**config.mk**
```make
export PLATFORM = sky130hd
export DESIGN_NAME = longest_prefix_route_lookup_core
export DESIGN_NICKNAME = d
export VERILOG_FILES = /design/src/hdl/lprl_pkg.sv /design/src/hdl/lprl_table.sv /design/src/hdl/longest_prefix_route_lookup_core.sv
export VERILOG_INCLUDE_DIRS = /design/src /design/src/hdl
export SDC_FILE = /design/constraint.sdc
export NUM_CORES = 1
export LEC_CHECK = 0
export ABC_AREA = 1
export BUFFER_PORTS_ARGS = -buffer_cell sky130_fd_sc_hd__buf_4
export CAP_MARGIN = 15
export CORE_MARGIN = 10
export CORE_UTILIZATION = 50
export CTS_BUF_LIST = sky130_fd_sc_hd__clkbuf_16
export DETAILED_ROUTE_END_ITERATION = 16
export GPL_ROUTABILITY_DRIVEN = 0
export MAX_ROUTING_LAYER = met4
export PLACE_DENSITY = 0.63
export SKIP_LAST_GASP = 1
export SYNTH_ARGS = -nofsm -noshare
export SYNTH_HDL_FRONTEND = slang
export SYNTH_SLANG_ARGS = --single-unit
export TNS_END_PERCENT = 30
```
**constraint.sdc**
```tcl
create_clock -name i_clk -period 7.3 [get_ports i_clk]
set_clock_uncertainty 0.05 [all_clocks]
set_input_delay 1.095 -clock i_clk [delete_from_list [all_inputs] [get_ports i_clk]]
set_output_delay 1.095 -clock i_clk [all_outputs]
set_load 0.01 [all_outputs]
```
**src/hdl/assert_macros.svh**
```systemverilog
// assertion macros shared by the route lookup rtl
// no dependencies
`ifndef ASSERT_MACROS_SVH
`define ASSERT_MACROS_SVH

// same-cycle implication, disabled during reset
`define LPRL_ASSERT_NOW(label, clk, rst_n, ante, cons) \
    label: assert property (@(posedge clk) disable iff (!rst_n) (ante) |-> (cons)) \
        else $error("lprl assertion failed");

// next-cycle implication, disabled during reset
`define LPRL_ASSERT_NEXT(label, clk, rst_n, ante, cons) \
    label: assert property (@(posedge clk) disable iff (!rst_n) (ante) |=> (cons)) \
        else $error("lprl assertion failed");

`endif

```
**src/hdl/lprl_pkg.sv**
```systemverilog
// types, codes and helpers for the longest prefix route lookup
// no dependencies
package lprl_pkg;

    localparam int TABLE_DEPTH_DEF = 16;
    localparam int PORT_COUNT_DEF  = 8;
    localparam int ADDR_W          = 32;
    localparam int LEN_W           = 6;
    localparam int PORT_W          = 3;
    localparam int TTL_W           = 8;
    localparam int STAT_W          = 3;

    localparam logic [LEN_W-1:0] MAX_LEN = LEN_W'(ADDR_W);

    localparam logic CMD_ADD   = 1'b0;
    localparam logic CMD_ROUTE = 1'b1;

    localparam logic [STAT_W-1:0] STAT_ADDED     = 3'd0;
    localparam logic [STAT_W-1:0] STAT_FULL      = 3'd1;
    localparam logic [STAT_W-1:0] STAT_FORWARDED = 3'd2;
    localparam logic [STAT_W-1:0] STAT_DROP_TTL  = 3'd3;
    localparam logic [STAT_W-1:0] STAT_NO_ROUTE  = 3'd4;

    typedef struct packed {
        logic              command;
        logic [ADDR_W-1:0] route_prefix_addr;
        logic [LEN_W-1:0]  route_prefix_len;
        logic              route_has_hop;
        logic [ADDR_W-1:0] route_hop_addr;
        logic [PORT_W-1:0] route_port;
        logic [ADDR_W-1:0] dest_ip;
        logic [TTL_W-1:0]  ttl_in;
    } t_in_item;

    typedef struct packed {
        logic [STAT_W-1:0] status;
        logic [PORT_W-1:0] out_port;
        logic [ADDR_W-1:0] hop_addr_out;
        logic [TTL_W-1:0]  ttl_out;
    } t_out_item;

    typedef struct packed {
        logic [ADDR_W-1:0] prefix;
        logic [LEN_W-1:0]  length;
        logic              has_hop;
        logic [ADDR_W-1:0] hop;
        logic [PORT_W-1:0] port;
    } t_entry;

    typedef enum logic [2:0] {
        S_IDLE,
        S_EXEC,
        S_SCAN,
        S_DRAIN,
        S_FINISH
    } t_state;

    // leading-ones mask for a saturated prefix length
    function automatic logic [ADDR_W-1:0] prefix_mask(input logic [LEN_W-1:0] len);
        logic [ADDR_W-1:0] mask;
        if (len == '0) begin
            mask = '0;
        end else begin
            mask = {ADDR_W{1'b1}} << (MAX_LEN - len);
        end
        return mask;
    endfunction

endpackage

```
**src/hdl/lprl_table.sv**
```systemverilog
// route table storage: one write port, one read port with registered data
// depends on lprl_pkg
module lprl_table #(
    parameter int TABLE_DEPTH = lprl_pkg::TABLE_DEPTH_DEF,
    localparam int IDX_W      = (TABLE_DEPTH > 1) ? $clog2(TABLE_DEPTH) : 1
) (
    input  logic                i_clk,
    input  logic                i_we,
    input  logic [IDX_W-1:0]    i_waddr,
    input  lprl_pkg::t_entry    i_wdata,
    input  logic                i_re,
    input  logic [IDX_W-1:0]    i_raddr,
    output lprl_pkg::t_entry    o_rdata
);

    lprl_pkg::t_entry r_mem [TABLE_DEPTH];
    lprl_pkg::t_entry r_rdata;

    always_ff @(posedge i_clk) begin
        if (i_we) begin
            r_mem[i_waddr] <= i_wdata;
        end
    end

    always_ff @(posedge i_clk) begin
        if (i_re) begin
            r_rdata <= r_mem[i_raddr];
        end
    end

    assign o_rdata = r_rdata;

endmodule

```
**src/hdl/longest_prefix_route_lookup_core.sv**
```systemverilog
// sequence: an add or ttl drop is resolved in exec; a lookup scans every stored route
// one entry per read, then drains and finishes (an empty table skips to finish)
// throughput: one item at a time; the next input is taken only once the previous result
// is loaded into the output register, which waits while the output is held
// reset: synchronous, active low; clears the route count and all control state,
// the table contents stay undefined until written
module longest_prefix_route_lookup_core #(
    parameter int TABLE_DEPTH = lprl_pkg::TABLE_DEPTH_DEF,
    parameter int PORT_COUNT  = lprl_pkg::PORT_COUNT_DEF
) (
    input  logic                i_clk,
    input  logic                i_rst_n,
    input  logic                i_in_valid,
    output logic                o_in_ready,
    input  lprl_pkg::t_in_item  i_in_item,
    output logic                o_out_valid,
    input  logic                i_out_ready,
    output lprl_pkg::t_out_item o_out_item
);

    `include "assert_macros.svh"

    localparam int IDX_W = (TABLE_DEPTH > 1) ? $clog2(TABLE_DEPTH) : 1;
    localparam int CNT_W = $clog2(TABLE_DEPTH + 1);

    lprl_pkg::t_state    r_state, n_state;
    lprl_pkg::t_in_item  r_item;
    logic [CNT_W-1:0]    r_count;
    logic [CNT_W-1:0]    r_rd_idx;
    logic                r_cmp_valid;
    logic                r_found;
    logic [lprl_pkg::LEN_W-1:0]  r_best_len;
    logic [lprl_pkg::PORT_W-1:0] r_best_port;
    logic [lprl_pkg::ADDR_W-1:0] r_best_hop;
    logic                r_out_valid;
    lprl_pkg::t_out_item r_out_item, n_out_item;

    logic             in_ready;
    logic             out_free;
    logic             out_load;
    logic             mem_we;
    logic             rd_en;
    logic             table_full;
    logic             ttl_drop;
    logic             rd_last;
    logic             cmp_match;
    logic             cmp_better;
    lprl_pkg::t_entry wr_entry;
    lprl_pkg::t_entry rd_entry;
    logic [lprl_pkg::ADDR_W-1:0] cmp_mask;

    assign out_free   = !r_out_valid || i_out_ready;
    assign table_full = (r_count == CNT_W'(TABLE_DEPTH));
    assign ttl_drop   = (r_item.ttl_in <= 8'd1);
    assign rd_last    = (CNT_W'(r_rd_idx + 1'b1) == r_count);

    // saturate length and port on the way into the table
    always_comb begin
        wr_entry.prefix  = r_item.route_prefix_addr;
        wr_entry.length  = (r_item.route_prefix_len > lprl_pkg::MAX_LEN)
                           ? lprl_pkg::MAX_LEN : r_item.route_prefix_len;
        wr_entry.has_hop = r_item.route_has_hop;
        wr_entry.hop     = r_item.route_hop_addr;
        wr_entry.port    = (32'(r_item.route_port) >= 32'(PORT_COUNT))
                           ? lprl_pkg::PORT_W'(PORT_COUNT - 1) : r_item.route_port;
    end

    lprl_table #(
        .TABLE_DEPTH (TABLE_DEPTH)
    ) u_table (
        .i_clk   (i_clk),
        .i_we    (mem_we),
        .i_waddr (r_count[IDX_W-1:0]),
        .i_wdata (wr_entry),
        .i_re    (rd_en),
        .i_raddr (r_rd_idx[IDX_W-1:0]),
        .o_rdata (rd_entry)
    );

    // compare stage on the entry read last cycle; strict > keeps the earliest on ties
    always_comb begin
        cmp_mask   = lprl_pkg::prefix_mask(rd_entry.length);
        cmp_match  = (((r_item.dest_ip ^ rd_entry.prefix) & cmp_mask) == '0);
        cmp_better = r_cmp_valid && cmp_match && (!r_found || rd_entry.length > r_best_len);
    end

    // next state
    always_comb begin
        n_state = r_state;
        case (r_state)
            lprl_pkg::S_IDLE: begin
                if (i_in_valid) begin
                    n_state = lprl_pkg::S_EXEC;
                end
            end
            lprl_pkg::S_EXEC: begin
                if (r_item.command == lprl_pkg::CMD_ADD || ttl_drop) begin
                    if (out_free) begin
                        n_state = lprl_pkg::S_IDLE;
                    end
                end else if (r_count == '0) begin
                    n_state = lprl_pkg::S_FINISH;
                end else begin
                    n_state = lprl_pkg::S_SCAN;
                end
            end
            lprl_pkg::S_SCAN: begin
                if (rd_last) begin
                    n_state = lprl_pkg::S_DRAIN;
                end
            end
            lprl_pkg::S_DRAIN: begin
                n_state = lprl_pkg::S_FINISH;
            end
            lprl_pkg::S_FINISH: begin
                if (out_free) begin
                    n_state = lprl_pkg::S_IDLE;
                end
            end
            default: begin
                n_state = lprl_pkg::S_IDLE;
            end
        endcase
    end

    // outputs of the state machine
    always_comb begin
        in_ready   = 1'b0;
        mem_we     = 1'b0;
        rd_en      = 1'b0;
        out_load   = 1'b0;
        n_out_item = '0;
        case (r_state)
            lprl_pkg::S_IDLE: begin
                in_ready = 1'b1;
            end
            lprl_pkg::S_EXEC: begin
                if (r_item.command == lprl_pkg::CMD_ADD) begin
                    out_load          = out_free;
                    mem_we            = out_free && !table_full;
                    n_out_item.status = table_full ? lprl_pkg::STAT_FULL
                                                   : lprl_pkg::STAT_ADDED;
                end else if (ttl_drop) begin
                    out_load          = out_free;
                    n_out_item.status = lprl_pkg::STAT_DROP_TTL;
                end
            end
            lprl_pkg::S_SCAN: begin
                rd_en = (r_rd_idx < r_count);
            end
            lprl_pkg::S_DRAIN: begin
                rd_en = 1'b0;
            end
            lprl_pkg::S_FINISH: begin
                out_load = out_free;
                if (r_found) begin
                    n_out_item.status       = lprl_pkg::STAT_FORWARDED;
                    n_out_item.out_port     = r_best_port;
                    n_out_item.hop_addr_out = r_best_hop;
                    n_out_item.ttl_out      = r_item.ttl_in - 8'd1;
                end else begin
                    n_out_item.status = lprl_pkg::STAT_NO_ROUTE;
                end
            end
            default: begin
                in_ready = 1'b0;
            end
        endcase
    end

    always_ff @(posedge i_clk) begin
        if (!i_rst_n) begin
            r_state     <= lprl_pkg::S_IDLE;
            r_count     <= '0;
            r_rd_idx    <= '0;
            r_cmp_valid <= 1'b0;
            r_found     <= 1'b0;
            r_out_valid <= 1'b0;
        end else begin
            r_state     <= n_state;
            r_cmp_valid <= rd_en;
            if (mem_we) begin
                r_count <= CNT_W'(r_count + 1'b1);
            end
            if (r_state == lprl_pkg::S_EXEC) begin
                r_rd_idx <= '0;
                r_found  <= 1'b0;
            end else begin
                if (rd_en) begin
                    r_rd_idx <= CNT_W'(r_rd_idx + 1'b1);
                end
                if (cmp_better) begin
                    r_found <= 1'b1;
                end
            end
            if (out_load) begin
                r_out_valid <= 1'b1;
            end else if (i_out_ready) begin
                r_out_valid <= 1'b0;
            end
        end
    end

    // payload registers
    always_ff @(posedge i_clk) begin
        if (in_ready && i_in_valid) begin
            r_item <= i_in_item;
        end
        if (cmp_better) begin
            r_best_len  <= rd_entry.length;
            r_best_port <= rd_entry.port;
            r_best_hop  <= rd_entry.has_hop ? rd_entry.hop : r_item.dest_ip;
        end
        if (out_load) begin
            r_out_item <= n_out_item;
        end
    end

    assign o_in_ready  = in_ready;
    assign o_out_valid = r_out_valid;
    assign o_out_item  = r_out_item;

    `LPRL_ASSERT_NOW(a_write_only_on_add, i_clk, i_rst_n, mem_we,
        r_state == lprl_pkg::S_EXEC && r_item.command == lprl_pkg::CMD_ADD && !table_full)
    `LPRL_ASSERT_NEXT(a_count_follows_write, i_clk, i_rst_n, mem_we,
        r_count == CNT_W'($past(r_count) + 1'b1))
    `LPRL_ASSERT_NOW(a_read_below_count, i_clk, i_rst_n, rd_en, r_rd_idx < r_count)
    `LPRL_ASSERT_NOW(a_forward_has_ttl, i_clk, i_rst_n,
        r_out_valid && r_out_item.status == lprl_pkg::STAT_FORWARDED,
        r_out_item.ttl_out != 8'd0)

endmodule

```
==> results of run 1 <==
==> flip-flops by register name, summed over array words and instances, names as in the netlist <==
signal	flops
u_table.r_mem	1184
r_item	115
u_table.o_rdata	74
o_out_item	46
r_best_hop	32
r_best_len	6
r_count	5
r_rd_idx	5
r_best_port	3
r_state	3
o_out_valid	1
r_cmp_valid	1
r_found	1
==> routing by layer <==
metal  up-vias  global-route usage [%]  share of wire (%)  wire [um]
li1      14460                       -                  -          -
met1     16543                   32.31                 44      62540
met2      1335                   33.56                 46      65190
met3       215                   3.558                7.8      11060
met4         0                   6.316                2.5       3497
met5         -                       -                  0          0
==> stage by stage <==
step	power, uW	util, %
after CTS	17500	57.19
after global routing	17890	57.21
final	17390	57.21
after detailed placement	10280	53.03
after floorplan	9986	-
after global placement	10270	53.01
==> report_power, final <==
part / switching [uW] / internal, uW
clock: 3120 / 4170
sequential: 213 / 9520
combinational: 237 / 133
==> cell type report <==
class,count,area share [%]
clock buffer,157,6.087
timing repair buffer,228,2.825
sequential,1476,68.45
clock inverter,114,1.173
tap,1500,2.908
inverter,99,0.5990
multi-input combinational,1876,17.96
==> worst paths after layout <==
check	startpoint	end	slack, ps	depth (start not counted)
hold / removal	u_table.o_rdata[1]	r_best_port[1]	370	0
setup / recovery	r_count[1]	u_table.r_mem[0][13]	3270	10
setup reg to reg	r_count[1]	u_table.r_mem[0][13]	3270	10
hold reg to reg	u_table.o_rdata[1]	r_best_port[1]	370	0
==> cells in the final DEF, fill, tap and decap left out, types with 4 or more instances in the layout <==
| cell | n |
|---|---|
| mux2_2 | 31 |
| ha_1 | 22 |
| nor3_1 | 12 |
| dfxtp_4 | 4 |
| dfxtp_1 | 12 |
| buf_12 | 7 |
| clkbuf_16 | 157 |
| nand2_1 | 175 |
| nand2_2 | 11 |
| clkinvlp_4 | 4 |
| o221ai_1 | 222 |
| o22ai_1 | 9 |
| o32ai_1 | 67 |
| xor2_1 | 34 |
| bufinv_16 | 8 |
| nand3_1 | 105 |
| o21ai_0 | 313 |
| buf_4 | 219 |
| nor2_4 | 18 |
| clkinv_1 | 34 |
| o211ai_1 | 67 |
| clkinv_2 | 16 |
| a21oi_1 | 21 |
| inv_6 | 5 |
| nor2_1 | 519 |
| mux2i_1 | 222 |
| edfxtp_1 | 1460 |
| inv_1 | 135 |
==> cells in the mapped netlist (2+ instances only) <==
| master | number | share of area (%) |
|---|---|---|
| o22ai_1 | 9 | 0.099 |
| nor2_1 | 537 | 3.5 |
| o211ai_1 | 67 | 0.88 |
| o31ai_1 | 2 | 0.026 |
| nor3_1 | 12 | 0.11 |
| o21ai_1 | 2 | 0.018 |
| dfxtp_1 | 16 | 0.56 |
| o32ai_1 | 67 | 1.0 |
| nand2_2 | 11 | 0.12 |
| inv_1 | 98 | 0.65 |
| a211oi_1 | 3 | 0.039 |
| buf_2 | 42 | 0.37 |
| buf_6 | 5 | 0.099 |
| a21oi_1 | 22 | 0.19 |
| buf_1 | 16 | 0.11 |
| clkbuf_1 | 153 | 1.0 |
| mux2i_1 | 222 | 3.9 |
| ha_1 | 22 | 0.48 |
| o21bai_1 | 2 | 0.026 |
| edfxtp_1 | 1460 | 77 |
| nand4_1 | 3 | 0.033 |
| nand3_1 | 105 | 0.92 |
| nand2_1 | 175 | 1.2 |
| o221ai_1 | 222 | 3.4 |
| xor2_1 | 34 | 0.52 |
| or2_2 | 2 | 0.022 |
| xnor2_1 | 3 | 0.046 |
| buf_4 | 18 | 0.24 |
| mux2_2 | 31 | 0.61 |
| o21ai_0 | 313 | 2.7 |
==> kinds of logic after synthesis <==
logic type,synth area share (%)
flip-flops,77.46
adder cells (fa/ha/maj),0.4828
AND/OR/NAND/NOR,5.971
XOR/XNOR,0.5684
buffers and inverters,2.469
multiplexers,4.510
AO/OA/AOI/OAI,8.543
==> results.yml, run 1 <==
outcome:
  status: "finished clean"
setup_path:
  critPathSlowestCell: "buf_4"
  crit_type: "flop to flop"
  crit_buf_inv: 3
  cp_max_fo: 54
  crit_arrival_ps: 4330
  crit_chain: "inv_1 -> ha_1 -> inv_1 -> nor2_1 -> nand2_1 -> nand2_1 -> nor3_4 -> nand2_1 -> nor2_4 -> buf_4"
  start_kind: "flop"
  cpMostUsedCell: "nand2_1"
  critPathTopFamily: "simple AND/OR/NAND/NOR gates"
  endpoint_kind: "flop"
  crit_path_max_incr_delay_ps: 840
  critPathRequiredTime_ps: 7600
timing:
  worst_pin_slew_ps: 1142
  setup-violations-final: 0
  finalHoldViolCount: 0
  relSlewSlack_pct: 23.61
  tns_ps: 0
  min_period_ps: 4031
  rsz0062_at_grt: "false"
  setup_ws_ps: 3269
  drv_slew: 0
  fmax_ghz: 0.2481
  period_share_pct: 55.21
  hold_slack_ps: 369.9
cells_and_area:
  area_growth_pct: 13.20
  multi_input_area_sq_mm: 0.01159
  fin_area_sq_mm: 0.06454
  final-seq-area_sq_mm: 0.04418
  fillCellCount: 8540
  layout.cells.non_filler: 5450
  diodes: 0
  layout-drive-gt1-share_pct: 12.66
  fin_nets: 3974
clock_network:
  cts_root_buf: "clkbuf_16"
  clock_path_buffers: 3
  cts_resized: 0
  numCtsBuffers: 152
  cts_tree: "yes"
  clk_pin_slew_ps: 60
  postCtsSetupBuffers: 0
  insertion_delay_ps: 760
  cts_hold_buf: 0
  htreeDepth: 4
  cts_sinks: 1476
power:
  leakage_uw: 0.02071
  vdd.ir_drop.worst_mv: 0.2519
  p_per_area_mw_per_mm2: 269.5
synthesis:
  synth-edff-count: 1460
  synth_cells: 3685
  syn_area_per_cell_sq_um: 15.47
  synth.net_count: 3826
  syn_area_sq_mm: 0.05702
  ys_ff_latch: 1476
  synth.distinct_cells: 41
  yosysSeqAreaShare_pct: 77.46
  postSynth.asyncResetShare_pct: 0
  synth-warning-count: 0
  synth_flop_cell: "edfxtp_1"
floorplanning:
  die_h_um: 357.7
  io_pins: 167
  row_count: 123
  start_util_pct: 50.54
  core_area_sq_mm: 0.1128
  die_area_sq_mm: 0.1279
  die_w_um: 357.7
global_routing:
  track_usage_pct: 22.56
  antenna_found_initial: 5
  grt_pass1_wl_um: 208600
  grt_pass1_vias: 31117
  grt_max_degree: 211
  overflow: 0
route:
  viasPerCell: 5.973
  postRouteAntennaNets: 0
  drt-pass1-iter-count: 6
  wl_per_cell_um: 26.11
  wirelength_um: 142300
  vias: 32553
  drcViolationCount: 0
  drt_iter0_markers: 3736
place:
  dp_slack_ps: 3105
  dpl-instance-area_sq_mm: 0.05982
  dpl.hpwl_um: 79130
  port_buffers: 166
  dp.cells: 5177
min_path:
  hold_path.class: "flop to flop"
flow_run:
  cap_viol_max_count: 0
Note: power is estimated with default switching activity, not from simulation.
==> run 2, diff against run 1 <==
==> constraint.sdc (replaced) <==
create_clock -name i_clk -period 4 [get_ports i_clk]
set_clock_uncertainty 0.05 [all_clocks]
set_input_delay 0.6 -clock i_clk [delete_from_list [all_inputs] [get_ports i_clk]]
set_output_delay 0.6 -clock i_clk [all_outputs]
set_load 0.01 [all_outputs]
==> run 2 against run 1 <==
  * Sequential cell count did not move
  * Routed wire length rose by 0.10%
  * First-iteration DRC count fell by 1.5%
  * Highest routed layer unchanged
==> results.yml, run 2 (synthesis gave the netlist of run 1 again) <==
clock_network:
  cts_sinks: 1476
  cts_hold_buf: 115
  cts_root_buf: "clkbuf_16"
  cts_tree: "yes"
  clock_path_buffers: 3
  postCtsSetupBuffers: 0
  cts_resized: 0
  insertion_delay_ps: 770
  numCtsBuffers: 152
  clk_pin_slew_ps: 60
  htreeDepth: 4
place:
  dpl.hpwl_um: 78710
  port_buffers: 166
  dp_slack_ps: 901.4
cells_and_area:
  layout-drive-gt1-share_pct: 12.88
  fillCellCount: 8347
  final_common_cell: "edfxtp_1"
  largest_reg_flops: 1184
  regMostFlops: "u_table.r_mem"
  fin_nets: 4104
  area_growth_pct: 16.52
  final_cell_mix: "edfxtp_1 (1460), nor2_1 (519), o21ai_0 (313)"
route:
  drt_iter0_markers: 3679
  viasPerCell: 5.900
  postRouteAntennaNets: 0
  wl_per_cell_um: 25.49
  drt-pass1-iter-count: 6
  drcViolationCount: 0
  vias: 32961
  wirelength_um: 142400
setup_path:
  endpoint_kind: "flop"
  cp_max_fo: 15
  crit_type: "flop to flop"
  start_kind: "flop"
  crit_arrival_ps: 3520
  critPathRequiredTime_ps: 4390
global_routing:
  grt_pass1_vias: 31614
  overflow: 0
  grt_max_degree: 157
  grt_pass1_wl_um: 211000
  antenna_found_initial: 8
  track_usage_pct: 22.61
power:
  vdd.ir_drop.worst_mv: 0.4026
  leakage_uw: 0.02143
  p_per_area_mw_per_mm2: 487.6
timing:
  drv_slew: 0
  setup_ws_ps: 866.3
  rsz0062_at_grt: "false"
  finalHoldViolCount: 0
  period_share_pct: 78.34
  worst_pin_slew_ps: 1053
  relSlewSlack_pct: 29.53
  setup-violations-final: 0
  fmax_ghz: 0.3191
  min_period_ps: 3134
  hold_slack_ps: 97.90
floorplanning:
  io_pins: 167
  die_area_sq_mm: 0.1279
  die_h_um: 357.7
  die_w_um: 357.7
  core_area_sq_mm: 0.1128
  row_count: 123
  start_util_pct: 50.54
min_path:
  hold_path.class: "primary input to flop"
flow_run:
  cap_viol_max_count: 0
outcome:
  status: "finished clean"
run 2: cell types whose count changed in the layout (fill, tap and decap cells not counted), moves of 3 or more:
cell / before / now
buf_4: 219 / 203
bufinv_16: 8 / 13
clkinv_1: 34 / 39
dlygate4sd3_1: 0 / 115
clkbuf_16: 157 / 153
buf_12: 7 / 38
inv_6: 5 / 2
clkinv_2: 16 / 20
inv_1: 135 / 124
clkinv_16: 0 / 5
inv_16: 1 / 4
run 2: final timing paths:
kind                            slack, ps          startpoint              endpoint  cells after the start
worst max-delay path                  870          r_count[3]  u_table.r_mem[9][42]                      9
worst max register to register        870          r_count[3]  u_table.r_mem[9][42]                      9
worst min register to register        370  u_table.o_rdata[0]        r_best_port[0]                      0
worst min-delay path                  100             i_rst_n           o_out_valid                      3
run 2: layout make-up:
cell class | instances | area, sq um | area share, %
Sequential cell | 1476 | 44180 | 66.50
Multi-Input combinational cell | 1876 | 11590 | 17.45
Clock buffer | 153 | 3829 | 5.763
Timing Repair Buffer | 358 | 3458 | 5.205
Tap cell | 1500 | 1877 | 2.825
Clock inverter | 123 | 1111 | 1.672
Inverter | 99 | 386.6 | 0.5819
Antenna cell | 2 | 5.005 | 0.007533
run 2: per-stage QoR:
step	util [%]	area [sq um]	setup TNS, ps	total power (uW)	instances
floorplan	-	57030	-1009080	18210	3685
global placement	53.47	60320	0	18750	5192
detailed placement	53.47	60320	0	18760	5192
CTS	58.87	66410	0	32620	5583
global route	58.89	66430	0	33350	5586
finish	58.89	66440	0	32390	5587
run 2: power breakdown:
part	internal, uW	leakage [uW]	total, uW	switching (uW)
logic	330	0.00556	788	459
registers	17400	0.0134	17700	374
clock network	7880	0.00251	13900	5980
run 2: metal layers:
metal	wire (um)	track usage (%)	vias to the layer above
met3	11300	3.294	202
li1	-	-	14734
met5	0	-	-
met1	61120	31.85	16597
met4	2692	5.591	0
met2	67330	34.75	1428
run 2: critical path, stage by stage, from the launching register on:
cell and delay (ps):
dfxtp_1 350, inv_1 160, nand2_2 270, nor2_1 120
nand2_1 80, nand2_1 90, nor3_4 300, nand2_1 330
nor2_4 660, buf_4 380
